### src/design/u8v_pkg.sv
package u8v_pkg;

   // Verdict codes, in the order of their priority after the ok code.
   typedef enum logic [1:0] {
      VERDICT_OK       = 2'd0,
      VERDICT_TOO_LARGE = 2'd1,
      VERDICT_BAD_UTF8 = 2'd2,
      VERDICT_NUL      = 2'd3
   } verdict_type;

   localparam int unsigned LENGTH_W = 32;
   localparam int unsigned CP_W     = 21;

   localparam logic [LENGTH_W-1:0] MAX_LENGTH_RESET = '1;
   localparam logic [LENGTH_W-1:0] COUNT_SATURATED  = '1;

   // Code point limits for the overlong, surrogate and range checks.
   localparam logic [CP_W-1:0] CP_MIN_THREE    = 21'h000800;
   localparam logic [CP_W-1:0] CP_MIN_FOUR     = 21'h010000;
   localparam logic [CP_W-1:0] CP_MAX          = 21'h10FFFF;
   localparam logic [CP_W-1:0] CP_SURROGATE_LO = 21'h00D800;
   localparam logic [CP_W-1:0] CP_SURROGATE_HI = 21'h00DFFF;

   // Continuation counts of the sequence kinds.
   localparam logic [1:0] EXTRA_NONE  = 2'd0;
   localparam logic [1:0] EXTRA_TWO   = 2'd1;
   localparam logic [1:0] EXTRA_THREE = 2'd2;
   localparam logic [1:0] EXTRA_FOUR  = 2'd3;

endpackage

### src/design/u8v_ifs.sv
// Text byte channel.
interface u8v_byte_if;
   logic       valid;
   logic       ready;
   logic [7:0] text_byte;
   logic       final_byte;

   modport source (output valid, output text_byte, output final_byte, input ready);
   modport sink (input valid, input text_byte, input final_byte, output ready);
endinterface

// Verdict channel.
interface u8v_verdict_if;
   import u8v_pkg::*;

   logic        valid;
   logic        ready;
   verdict_type verdict;

   modport source (output valid, output verdict, input ready);
   modport sink (input valid, input verdict, output ready);
endinterface

// Register write channel for max_length.
interface u8v_csr_if;
   import u8v_pkg::*;

   logic                valid;
   logic                ready;
   logic [LENGTH_W-1:0] data;

   modport source (output valid, output data, input ready);
   modport sink (input valid, input data, output ready);
endinterface

### src/design/text_utf8_validator.sv
// Channel | Direction | Beat contents
// req     | in        | text_byte (8), final_byte (1)
// rsp     | out       | verdict (2), one beat per text, after its final byte
// csr     | in        | data (32): max_length, always ready
//
// One byte is taken per cycle; a stalled verdict holds req.ready low only while
// it is still waiting. The verdict of a text appears in the cycle after its
// final byte. The per-byte checks sit between the state registers and the
// verdict register. Reset is synchronous and sets max_length to all ones.
module text_utf8_validator (
   input  logic                 clock,
   input  logic                 reset,
   u8v_byte_if.sink             req,
   u8v_verdict_if.source        rsp,
   u8v_csr_if.sink              csr
);
   import u8v_pkg::*;

   logic [LENGTH_W-1:0] max_length_ff;
   logic [1:0]          pending_ff, pending_in;
   logic [1:0]          seq_len_ff, seq_len_in;
   logic [CP_W-1:0]     code_point_ff, code_point_in;
   logic [LENGTH_W-1:0] bytes_seen_ff, bytes_seen_in;
   logic                bad_ff, bad_in;
   logic                nul_ff, nul_in;
   logic                too_long_ff, too_long_in;
   logic                rsp_valid_ff, rsp_valid_in;
   verdict_type         verdict_ff, verdict_in;

   logic                req_take;
   logic [7:0]          b;
   logic [CP_W-1:0]     cp_next;
   logic                cp_bad;

   assign b        = req.text_byte;
   assign req.ready = !rsp_valid_ff || rsp.ready;
   assign req_take = req.valid && req.ready;
   assign csr.ready = 1'b1;

   assign rsp.valid   = rsp_valid_ff;
   assign rsp.verdict = verdict_ff;

   // Configuration register.
   always_ff @(posedge clock) begin
      if (reset) begin
         max_length_ff <= MAX_LENGTH_RESET;
      end else if (csr.valid) begin
         max_length_ff <= csr.data;
      end
   end

   // Code point after a continuation byte, and its range checks when complete.
   always_comb begin
      cp_next = {code_point_ff[CP_W-7:0], b[5:0]};
      cp_bad  = 1'b0;
      if (seq_len_ff == EXTRA_THREE && cp_next < CP_MIN_THREE) begin
         cp_bad = 1'b1;
      end
      if (seq_len_ff == EXTRA_FOUR && cp_next < CP_MIN_FOUR) begin
         cp_bad = 1'b1;
      end
      if (cp_next > CP_MAX) begin
         cp_bad = 1'b1;
      end
      if (cp_next >= CP_SURROGATE_LO && cp_next <= CP_SURROGATE_HI) begin
         cp_bad = 1'b1;
      end
   end

   // Per-byte update of the text state and the verdict register.
   always_comb begin
      pending_in    = pending_ff;
      seq_len_in    = seq_len_ff;
      code_point_in = code_point_ff;
      bytes_seen_in = bytes_seen_ff;
      bad_in        = bad_ff;
      nul_in        = nul_ff;
      too_long_in   = too_long_ff;
      rsp_valid_in  = rsp_valid_ff && !rsp.ready;
      verdict_in    = verdict_ff;

      if (req_take) begin
         // The byte whose count passes max_length sets the flag.
         if (bytes_seen_ff >= max_length_ff) begin
            too_long_in = 1'b1;
         end
         if (bytes_seen_ff != COUNT_SATURATED) begin
            bytes_seen_in = bytes_seen_ff + 1'b1;
         end
         if (b == 8'h00) begin
            nul_in = 1'b1;
         end

         // Sequence tracking stops once the text is known to be malformed.
         if (!bad_ff) begin
            if (pending_ff == EXTRA_NONE) begin
               if (b[7]) begin
                  if (b[7:5] == 3'b110) begin
                     if (b[4:1] == 4'b0000) begin
                        bad_in = 1'b1;
                     end else begin
                        pending_in    = EXTRA_TWO;
                        seq_len_in    = EXTRA_TWO;
                        code_point_in = {{(CP_W-5){1'b0}}, b[4:0]};
                     end
                  end else if (b[7:4] == 4'b1110) begin
                     pending_in    = EXTRA_THREE;
                     seq_len_in    = EXTRA_THREE;
                     code_point_in = {{(CP_W-4){1'b0}}, b[3:0]};
                  end else if (b[7:3] == 5'b11110) begin
                     pending_in    = EXTRA_FOUR;
                     seq_len_in    = EXTRA_FOUR;
                     code_point_in = {{(CP_W-3){1'b0}}, b[2:0]};
                  end else begin
                     bad_in = 1'b1;
                  end
               end
            end else if (b[7:6] != 2'b10) begin
               bad_in     = 1'b1;
               pending_in = EXTRA_NONE;
            end else begin
               pending_in    = pending_ff - 1'b1;
               code_point_in = cp_next;
               if (pending_ff == EXTRA_TWO) begin
                  if (cp_bad) begin
                     bad_in = 1'b1;
                  end
                  code_point_in = '0;
                  seq_len_in    = EXTRA_NONE;
               end
            end
         end

         // Final byte: give the verdict and clear the text state.
         if (req.final_byte) begin
            rsp_valid_in = 1'b1;
            if (too_long_in) begin
               verdict_in = VERDICT_TOO_LARGE;
            end else if (bad_in || pending_in != EXTRA_NONE) begin
               verdict_in = VERDICT_BAD_UTF8;
            end else if (nul_in) begin
               verdict_in = VERDICT_NUL;
            end else begin
               verdict_in = VERDICT_OK;
            end
            pending_in    = EXTRA_NONE;
            seq_len_in    = EXTRA_NONE;
            code_point_in = '0;
            bytes_seen_in = '0;
            bad_in        = 1'b0;
            nul_in        = 1'b0;
            too_long_in   = 1'b0;
         end
      end
   end

   // Text state and verdict registers.
   always_ff @(posedge clock) begin
      if (reset) begin
         pending_ff    <= EXTRA_NONE;
         seq_len_ff    <= EXTRA_NONE;
         code_point_ff <= '0;
         bytes_seen_ff <= '0;
         bad_ff        <= 1'b0;
         nul_ff        <= 1'b0;
         too_long_ff   <= 1'b0;
         rsp_valid_ff  <= 1'b0;
      end else begin
         pending_ff    <= pending_in;
         seq_len_ff    <= seq_len_in;
         code_point_ff <= code_point_in;
         bytes_seen_ff <= bytes_seen_in;
         bad_ff        <= bad_in;
         nul_ff        <= nul_in;
         too_long_ff   <= too_long_in;
         rsp_valid_ff  <= rsp_valid_in;
      end
   end

   always_ff @(posedge clock) begin
      verdict_ff <= verdict_in;
   end

   // A final beat always produces a verdict beat in the next cycle.
   assert property (@(posedge clock) disable iff (reset)
      req.valid && req.ready && req.final_byte |=> rsp.valid)
      else $error("final beat without verdict");

   // A final beat leaves the text state cleared.
   assert property (@(posedge clock) disable iff (reset)
      req.valid && req.ready && req.final_byte |=>
         bytes_seen_ff == '0 && pending_ff == EXTRA_NONE && !bad_ff)
      else $error("text state not cleared after final beat");

   // Continuations still expected never exceed those of the open sequence.
   assert property (@(posedge clock) disable iff (reset)
      pending_ff <= seq_len_ff)
      else $error("pending count beyond sequence length");

   // A non-final beat never raises a verdict on its own.
   assert property (@(posedge clock) disable iff (reset)
      !rsp_valid_ff && !(req.valid && req.ready && req.final_byte) |=> !rsp.valid)
      else $error("verdict without final beat");

endmodule

### src/flat_wrapper.sv
// flat-port wrapper written by rule: the top's interface ports become plain ports
module text_utf8_validator_flat import u8v_pkg::*;
  (clock, reset, req_valid, req_text_byte, req_final_byte, req_ready, rsp_valid, rsp_verdict, rsp_ready, csr_valid, csr_data, csr_ready);
  u8v_byte_if req_i ();
  u8v_verdict_if rsp_i ();
  u8v_csr_if csr_i ();
  input  logic clock;
  input  logic reset;
  input wire logic [$bits(req_i.valid)-1:0] req_valid;
  input wire logic [$bits(req_i.text_byte)-1:0] req_text_byte;
  input wire logic [$bits(req_i.final_byte)-1:0] req_final_byte;
  output wire logic [$bits(req_i.ready)-1:0] req_ready;
  output wire logic [$bits(rsp_i.valid)-1:0] rsp_valid;
  output wire logic [$bits(rsp_i.verdict)-1:0] rsp_verdict;
  input wire logic [$bits(rsp_i.ready)-1:0] rsp_ready;
  input wire logic [$bits(csr_i.valid)-1:0] csr_valid;
  input wire logic [$bits(csr_i.data)-1:0] csr_data;
  output wire logic [$bits(csr_i.ready)-1:0] csr_ready;
  assign req_i.valid = req_valid;
  assign req_i.text_byte = req_text_byte;
  assign req_i.final_byte = req_final_byte;
  assign req_ready = req_i.ready;
  assign rsp_valid = rsp_i.valid;
  assign rsp_verdict = rsp_i.verdict;
  assign rsp_i.ready = rsp_ready;
  assign csr_i.valid = csr_valid;
  assign csr_i.data = csr_data;
  assign csr_ready = csr_i.ready;
  text_utf8_validator u_core (.clock(clock), .reset(reset), .req(req_i), .rsp(rsp_i), .csr(csr_i));
endmodule
### config.mk
export PLATFORM = sky130hd
export DESIGN_NAME = text_utf8_validator_flat
export DESIGN_NICKNAME = d
export VERILOG_FILES = /design/src/design/u8v_pkg.sv /design/src/design/u8v_ifs.sv /design/src/design/text_utf8_validator.sv /design/src/flat_wrapper.sv
export SDC_FILE = /design/constraint.sdc
export NUM_CORES = 1
export LEC_CHECK = 0
export BUFFER_PORTS_ARGS = -buffer_cell sky130_fd_sc_hd__buf_2
export CAP_MARGIN = 25
export CORE_AREA = 2 2 91 102
export CTS_BUF_LIST = sky130_fd_sc_hd__clkbuf_16
export DETAILED_ROUTE_END_ITERATION = 12
export DIE_AREA = 0 0 93 104
export HOLD_SLACK_MARGIN = 0.02
export PLACE_DENSITY = 0.85
export SLEW_MARGIN = 20
export SYNTH_ARGS = -nofsm -noshare
export SYNTH_HDL_FRONTEND = slang
export SYNTH_SLANG_ARGS = --single-unit
### constraint.sdc
create_clock -name clock -period 2.8 [get_ports clock]
set_input_delay 0.14 -clock clock [delete_from_list [all_inputs] [get_ports clock]]
set_output_delay 0.14 -clock clock [all_outputs]
set_load 0.1 [all_outputs]
; ---- Yosys cells after proc, flatten, opt, wreduce, memory -nomap -nowiden
; Index checks and enable logic that the tools add are counted.
[totals]
regBits = 89
wordCells = 108
output_inout_bits = 5
[classes]
n_lt_le_gt_ge = 6
n_reduce_logical = 19
mux = 58
eq_ne = 13
n_addsub = 2
[ops]
columns = cell, count
row1 = $mux 15, 10
row2 = $mux 32, 2
row3 = $mux 2, 22
row4 = $add 32x1->32 const B, 1
row5 = $ge 32x32->1, 1
row6 = $ne 32x32->1 const B, 1
row7 = $mux 1, 24
row8 = $ge 21x16->1 const B, 1
row9 = $gt 21x21->1 const B, 1
row10 = $le 21x16->1 const B, 1
row11 = $lt 21x12->1 const B, 1
row12 = $lt 21x17->1 const B, 1
row13 = $logic_not 8->1, 1
row14 = $reduce_and 7->1, 1
row15 = $reduce_and 6->1, 1
row16 = $eq 5x5->1 const B, 1
row17 = $logic_and 1x1->1, 5
row18 = $ne 5x5->1 const B, 1
row19 = $eq 2x2->1 const B, 2
row20 = $eq 4x4->1 const B, 1
row21 = $logic_not 4->1, 1
row22 = $ne 2x2->1 const B, 2
row23 = $ne 4x4->1 const B, 1
row24 = $reduce_and 2->1, 2
row25 = other kinds (10), 13

; ---- Logic depth before layout (Yosys ltp)
; Gate-level depths: netlist of the first run.
[depth]
word_depth = 14
mapped_depth = 9
mapped_depth_nobuf = 7

; ---- Worst setup path before layout of the first run
; OpenSTA, ideal clock, no wires.
[synth_timing]
path_kind = reg-to-reg
start = register u_core.rsp_valid_ff (netlist: u_core.rsp.valid)
end = register u_core.bytes_seen_ff[26]
t_required_ns = 2.684
arrival_ns = 2.973
path_buffers = 1
setup_ns = 0.116
stages_incl_launch_ff = 7
synth_period_minus_slack_ns = 3.089
setup_slack_ns = -0.289
cell_sequence = dfxtp_1 -> nand2b_1 -> clkbuf_1 -> nand4_1 -> nor4_1 -> a31oi_1 -> a41o_1
[synth_between]
elab_chain_cells = 4
[synth_rtl]
columns = item, line
row1 = from (decl), text_utf8_validator.sv:27  ; logic rsp_valid_ff, rsp_valid_in;
row2 = from (signal assigned), text_utf8_validator.sv:176  ; rsp_valid_ff <= rsp_valid_in;
row3 = $logic_not 1->1, text_utf8_validator.sv:36  ; assign req.ready = !rsp_valid_ff || rsp.ready;
row4 = $logic_or 1x1->1, text_utf8_validator.sv:36
row5 = via req_ready, flat_wrapper.sv:12  ; output wire logic [$bits(req_i.ready)-1:0] req_ready;
row6 = $logic_and 1x1->1, text_utf8_validator.sv:37  ; assign req_take = req.valid && req.ready;
row7 = $reduce_and 2->1 (no line), --
row8 = to (signal assigned), text_utf8_validator.sv:172  ; bytes_seen_ff <= bytes_seen_in;
row9 = to (decl), text_utf8_validator.sv:23  ; logic [LENGTH_W-1:0] bytes_seen_ff, bytes_seen_in;
; The timed path passes the listed nets, and every way through them passes these cells.
; A chain may end at the register's enable or synchronous reset.

; ---- Final worst setup path of the first run
[layout_timing]
start = register u_core.pending_ff[1]
end = register u_core.verdict_ff[1] (netlist: u_core.rsp.verdict[1]) (data pin)
[layout_between]
elab_chain_cells = 10
word_cells_on_any_way = 20
cone_classes = add/sub: 1 / eq/ne: 1 / mux: 15 / reduce/logical: 3
[layout_rtl]
columns = item, line
row1 = from (decl), text_utf8_validator.sv:20  ; logic [1:0] pending_ff, pending_in;
row2 = from (signal assigned), text_utf8_validator.sv:169  ; pending_ff <= pending_in;
row3 = $mux 2, text_utf8_validator.sv:110  ; end else if (b[7:3] == 5'b11110) begin
row4 = $mux 2, text_utf8_validator.sv:106  ; end else if (b[7:4] == 4'b1110) begin
row5 = $mux 2, text_utf8_validator.sv:98  ; if (b[7:5] == 3'b110) begin
row6 = $mux 2, text_utf8_validator.sv:97  ; if (b[7]) begin
row7 = $mux 2, text_utf8_validator.sv:96  ; if (pending_ff == EXTRA_NONE) begin
row8 = $mux 2, text_utf8_validator.sv:95  ; if (!bad_ff) begin
row9 = $mux 2, text_utf8_validator.sv:82  ; if (req_take) begin
row10 = $reduce_bool 2->1, text_utf8_validator.sv:139  ; end else if (bad_in || pending_in != EXTRA_NONE) begin
row11 = $logic_or 1x1->1 *, text_utf8_validator.sv:139
row12 = $mux 2 *, text_utf8_validator.sv:139
row13 = to (signal assigned), text_utf8_validator.sv:181  ; verdict_ff <= verdict_in;
row14 = to (decl), text_utf8_validator.sv:28  ; verdict_type verdict_ff, verdict_in;
; Every way passes the cells marked *; elsewhere a longest branch is shown, timed or not. The select of a mux whose other input is x is not followed.

==> reports/qor.csv, run 1 <==
metric,value,unit
antenna_found_initial,0,
synth_edf_count,2,
finalWirelength,11800,um
area_delta_synth_final,15.1,%
ys_types,63,
start_util,55.1,%
start_kind,register,
ctsHoldBuffers,13,
yosysTopAreaCellShare,36.5,%
ys_seq_area_share,37.8,%
synth_seq_cells,89,
routabilityCongestion,0.904,
syn-num-nets,647,
core,8650,um^2
worstHoldPathCells,3,
dr.pass1.iters,5,
crit_fanout,13,
p_per_area,491,nW/um^2
final_util,63.4,%
cp_data_required_time,2.90,ns
post-route-period-util,90.5,%
cts_made_buffers,9,
async_flop_share,0,%
synth_area_leaders,"dfxtp_1 (37%), ha_1 (9.2%), nand2_1 (5.5%)",
grt_pass1_wl,19200,um
cts_max_level,3,
crit_arrival,2.63,ns
pin_count,51,
cts-resized-gates,0,
syn_avg_cell_area,8.42,um^2
grt_max_degree,51,
fin_ws,0.265,ns
holdCritStartpoint,csr_data[11],
die_h,104,um
status,finished clean,
fin_cells,737,
hold_path_end,u_core.max_length_ff[11],
fill_cells,761,
rows,36,
hp-class,input port to register,
slowest_delay,0.53,ns
num_antenna_cells,0,
post_drt_wl_per_cell,15.9,um
ant_nets,0,
drive_above_1_share,12.7,%
regToRegSetupSlack,0.26,ns
clock_path_buffers,2,
dp.cells,708,
crit_chain,"inv_1, ha_1, and2b_2, and3_1, a211o_1, or4_1, o211a_1",
clock_sinks,89,
drcViolationCount,0,
route.met2.wl,5660,um
clkTransAtPathRegs,0.06,ns
drt-vias-per-instance,6.10,
hpwl,8220,um
dominantRegCellSynth,dfxtp_1,
grt-ovfl-total,0,
end_kind,register,
rsz0062_at_grt,no,
r2r_end,u_core.rsp.verdict[1],
drv_slew,0,
fin_hold_ws,0.0135,ns
reg2reg_depth,7,
chipWidth,93,um
synth_warnings,0,
grt_pass1_vias,4162,
die-area,9670,um^2
io_buffers,49,
vdd_drop_max,0.000288,V
grt.total_usage,24.3,%
worstSkewPairLatency,0.34,ns
drtIter0Drc,435,
finalClockSkew,0.00604,ns
post-cts-setup-buffers,0,
r2r-start,u_core.pending_ff[1],
tightest_slew,0.798,ns
cp_slowest_cell,or4_1,
finalCriticalPeriod,2.54,ns
worstSetupPathType,register to register,
hold_violations,0,
synthCells,566,
cap_viol_max_count,0,
finalSetupTns,0,ns
nets,699,
p_leak,0.00243,uW
setup_viol,0,
top_layer,met4,
clock.fmax,394,MHz
relSlewSlack,46.8,%
wl_met3,677,um
cts_root_buffer,clkbuf_16,
syn_area,4770,um^2
synth.largest_area_cell,dfxtp_1,
cts_tree,built,
place_ws,0.285,ns
drt-met1-wl,5130,um
vias,4496,
worst max-delay path: cells and delay by family (launching register included):
| kind | cells | cell delay [ns] |
|---|---|---|
| simple gates | 3 | 0.98 |
| fa+ha+maj | 1 | 0.38 |
| compound gates | 2 | 0.51 |
| buf+inv | 1 | 0.09 |
| flops | 1 | 0.34 |
cell usage after synthesis, types with 8 or more instances:
library cell / count
or4_1: 9
o21ai_0: 20
nor2_1: 21
a21o_1: 11
dfxtp_1: 87
o31ai_1: 8
or3_1: 8
nand4_1: 12
inv_1: 41
o211ai_1: 35
nand3_1: 29
ha_1: 35
nand2_1: 70
and3_1: 8
clkbuf_1: 25
and4_1: 11
a21oi_1: 38
registers in the layout, summed over array words and instances (netlist names):
name                  count
u_core.bad_ff             1
u_core.too_long_ff        1
u_core.rsp.valid          1
u_core.pending_ff         2
u_core.code_point_ff     15
u_core.seq_len_ff         2
u_core.rsp.verdict        2
u_core.max_length_ff     32
u_core.nul_ff             1
u_core.bytes_seen_ff     32
worst max-delay path by stage:
stage	start	end	slack (ns)	cells past startpoint
after floorplan	u_core.rsp.valid	u_core.bytes_seen_ff[23]	0.16	7
after global placement	u_core.pending_ff[0]	u_core.rsp.verdict[1]	0.35	7
after detailed placement	u_core.pending_ff[1]	u_core.rsp.verdict[1]	0.29	7
after CTS	u_core.pending_ff[1]	u_core.rsp.verdict[1]	0.29	7
after global routing	u_core.pending_ff[1]	u_core.rsp.verdict[1]	0.13	7
final	u_core.pending_ff[1]	u_core.rsp.verdict[1]	0.26	7
placed cells by master (no fill, tap or decap), types with 3 or more instances in the layout:
cell,instances
nand4_1,12
nand2_1,70
a211oi_1,5
dlygate4sd3_1,13
and4_1,11
nor3_1,5
nand2b_1,7
and3_1,8
a21o_1,11
a41o_1,3
or4_1,9
inv_1,41
buf_2,49
o211ai_1,35
clkbuf_16,9
nor4b_1,3
o21ai_0,20
xnor2_1,4
nand4b_1,3
dfxtp_1,87
o31ai_1,8
buf_4,8
nor2_1,21
ha_1,35
and2_1,3
nor4_1,4
o2111ai_1,4
mux2i_1,4
or3_1,8
a22oi_1,3
a21oi_1,38
nand3_1,29
a31oi_1,6
routing by layer:
metal	up-vias	GRT usage, %
met1	2098	30.4
met3	32	3.84
met2	167	41.3
met5	-	0
met4	0	9.77
li1	2199	-
report_power, final:
part           total, uW  switching [uW]  internal [uW]
registers           1330            15.1           1310
clock network       1090             502            592
logic                275             174            101
total               2690             691           2000
per-stage QoR:
stage	total power, uW	cell area, um^2
2_1_floorplan	1530	4770
3_3_place_gp	1600	5090
3_5_place_dp	1610	5090
4_1_cts	2700	5490
5_1_grt	2780	5490
6_report	2690	5490
cell families (layout without fill, tap and decap cells):
kind of cell               after synthesis  after routing  share of synthesized area (%)
other                                    1              1                         0.0787
and+or+nand+nor                        204            204                           22.7
AOI/OAI and AO/OA                      157            157                           22.5
xor gates and xnor gates                 6              6                           1.10
muxes                                    4              4                          0.840
buffers and inverters                   70            127                           5.80
adders and majority gates               35             35                           9.19
DFF                                     89             89                           37.8
area by class of cell:
cell class / count / area (um^2) / share of cell area, %
Clock inverter: 7 / 38.8 / 0.707
Clock buffer: 9 / 225 / 4.10
Timing Repair Buffer: 70 / 435 / 7.94
Sequential cell: 89 / 1800 / 32.8
Inverter: 41 / 154 / 2.81
Multi-Input combinational cell: 407 / 2690 / 49.0
Tap cell: 114 / 143 / 2.60
Note: power is estimated with default switching activity, not from simulation.
==> run 2, diff against run 1 <==
--- a/config.mk
+++ b/config.mk
@@ -5,14 +5,15 @@
 export SDC_FILE = /design/constraint.sdc
 export NUM_CORES = 1
 export LEC_CHECK = 0
+export ABC_AREA = 1
 export BUFFER_PORTS_ARGS = -buffer_cell sky130_fd_sc_hd__buf_2
 export CAP_MARGIN = 25
-export CORE_AREA = 2 2 91 102
+export CORE_AREA = 2 2 98 109
 export CTS_BUF_LIST = sky130_fd_sc_hd__clkbuf_16
 export DETAILED_ROUTE_END_ITERATION = 12
-export DIE_AREA = 0 0 93 104
+export DIE_AREA = 0 0 100 111
 export HOLD_SLACK_MARGIN = 0.02
-export PLACE_DENSITY = 0.85
+export PLACE_DENSITY = 0.83
 export SLEW_MARGIN = 20
 export SYNTH_ARGS = -nofsm -noshare
 export SYNTH_HDL_FRONTEND = slang
==> run 2 against run 1 <==
Against the previous run:
- register-to-register slack gained 0.29 ns
- synthesized cell count grew 51%
- die area grew 15%
- sequential share of layout area shrank 4.1 points
- largest cell class unchanged
- design area grew 14%
==> reports/qor.csv, run 2 <==
metric,value,unit
finalSetupTns,0,ns
relSlewSlack,41.7,%
grt.total_usage,24.5,%
io_buffers,49,
drv_slew,0,
cts_root_buffer,clkbuf_16,
synth_seq_cells,89,
fin_ws,0.557,ns
grt_max_degree,65,
place_ws,0.604,ns
cpLargestDelayFamily,simple AND/OR/NAND/NOR gates,
crit_chain,"ha_1, inv_1, nor2_4, nand2_2, nor2_4, nand3_2, nand2_2, inv_2, nand2_1, nand2_1, nand2_1, nor2_1",
crit_buf_inv,2,
clkTransAtPathRegs,0.06,ns
chipWidth,100,um
slowest_delay,0.39,ns
syn_area,5460,um^2
area_delta_synth_final,14.9,%
ant_nets,0,
grt-ovfl-total,0,
dominantRegCellSynth,dfxtp_1,
worstSetupPathType,register to register,
synth_edf_count,2,
hp-class,input port to register,
cts_max_level,3,
core,10100,um^2
cts_tree,built,
status,finished clean,
routabilityCongestion,1.01,
cts_made_buffers,9,
yosysTopAreaCellShare,31.9,%
hpwl,9440,um
cp_common_cell,nand2_1,
synth_warnings,0,
final_cell_mix,"nand2_1 (196), nor2_1 (141), inv_1 (120)",
drt-vias-per-instance,5.28,
setup_viol,0,
ys_types,35,
syn_avg_cell_area,6.37,um^2
fin_hold_ws,0.0150,ns
vias,5511,
end_kind,register,
rows,39,
drtIter0Drc,328,
holdCritStartpoint,csr_data[15],
finalCriticalPeriod,2.24,ns
rsz0062_at_grt,no,
grt_pass1_wl,22300,um
ys_seq_area_share,33.0,%
finalWirelength,13000,um
post-route-period-util,80.1,%
drcViolationCount,0,
cp_slowest_cell,dfxtp_1,
cp_data_required_time,3.02,ns
hold_violations,0,
nets,997,
dr.pass1.iters,5,
die-area,11100,um^2
crit_start,u_core.bytes_seen_ff[1],
vdd_drop_max,0.000410,V
async_flop_share,0,%
start_kind,register,
dp.cells,1006,
pin_count,51,
tightest_slew,0.875,ns
clock.fmax,446,MHz
finalClockSkew,0.00666,ns
p_per_area,475,nW/um^2
fin_cells,1044,
crit_fanout,24,
synth.largest_area_cell,dfxtp_1,
clock_path_buffers,2,
start_util,53.8,%
die_h,111,um
synth_area_leaders,"dfxtp_1 (32%), nand2_1 (14%), nor2_1 (9.7%)",
antenna_found_initial,0,
drive_above_1_share,9.01,%
grt_pass1_vias,5177,
crit_arrival,2.46,ns
clock_sinks,89,
final_common_cell,nand2_1,
cts-resized-gates,0,
p_leak,0.00291,uW
synth_most_common_cell,nand2_1,
num_antenna_cells,0,
ys_top_cells_by_count,"nand2_1 (197), nor2_1 (141), inv_1 (120)",
r2r-start,u_core.bytes_seen_ff[1],
post_drt_wl_per_cell,12.4,um
finalPower,2980,uW
synthCells,857,
syn-num-nets,938,
cap_viol_max_count,0,
top_regs,"u_core.bytes_seen_ff (32), u_core.max_length_ff (32), u_core.code_point_ff (15)",
worstSkewPairLatency,0.34,ns
## run 2: cells by family (layout without fill, tap and decap cells)
kind of cell    count (synthesis)  in the layout  synth area share, %
simple gates                  426            426                 32.1
buf+inv                       151            215                 11.3
compound gates                147            147                 14.2
flops                          89             89                 33.0
fa+ha+maj                      35             35                 8.02
xor+xnor                        8              8                 1.28
other cells                     1              1               0.0687
## run 2: worst paths after layout
check	end	cells after the start	slack, ns
worst max-delay path	u_core.bytes_seen_ff[23]	12	0.56
worst max register to register	u_core.bytes_seen_ff[23]	12	0.56
worst min-delay path	u_core.max_length_ff[15]	3	0.01
worst min register to register	u_core.code_point_ff[1]	2	0.46
## run 2: layout make-up
type	count	area (um^2)
repair buffers	76	503
well taps	123	154
fillers	949	3880
multi-input cells	617	3040
flip-flops and latches	89	1800
inverters	123	462
clock inverters	7	85.1
clock buffers	9	225
## run 2: layer usage
metal,up-vias,share of wire [%],global-route usage (%)
met5,-,0,0
met4,0,2.4,8.49
li1,2838,-,-
met1,2491,44,30.0
met3,29,5.0,4.04
met2,153,49,42.9
## run 2: metrics by stage
stage          area, um^2  utilization (%)
6_report             6270             61.8
5_1_grt              6270             61.8
3_5_place_dp         5740             56.6
4_1_cts              6270             61.8
3_3_place_gp         5740             56.6
2_1_floorplan        5460                -
## run 2: worst register-to-register path, stage by stage (launching register included)
cell,delay (ns)
dfxtp_1,0.39
ha_1,0.21
inv_1,0.10
nor2_4,0.17
nand2_2,0.10
nor2_4,0.13
nand3_2,0.08
nand2_2,0.35
inv_2,0.30
nand2_1,0.13
nand2_1,0.06
nand2_1,0.06
nor2_1,0.04
## run 2: timing repair
item | in CTS | in global routing
hold endpoints to repair | 22 | 0
hold buffers | 22 | 0
setup buffers | 0 | 0
## run 2: report_power, final
group / internal [uW] / switching, uW
clock network: 772 / 491
registers: 1330 / 20.9
logic: 130 / 239
total: 2230 / 751
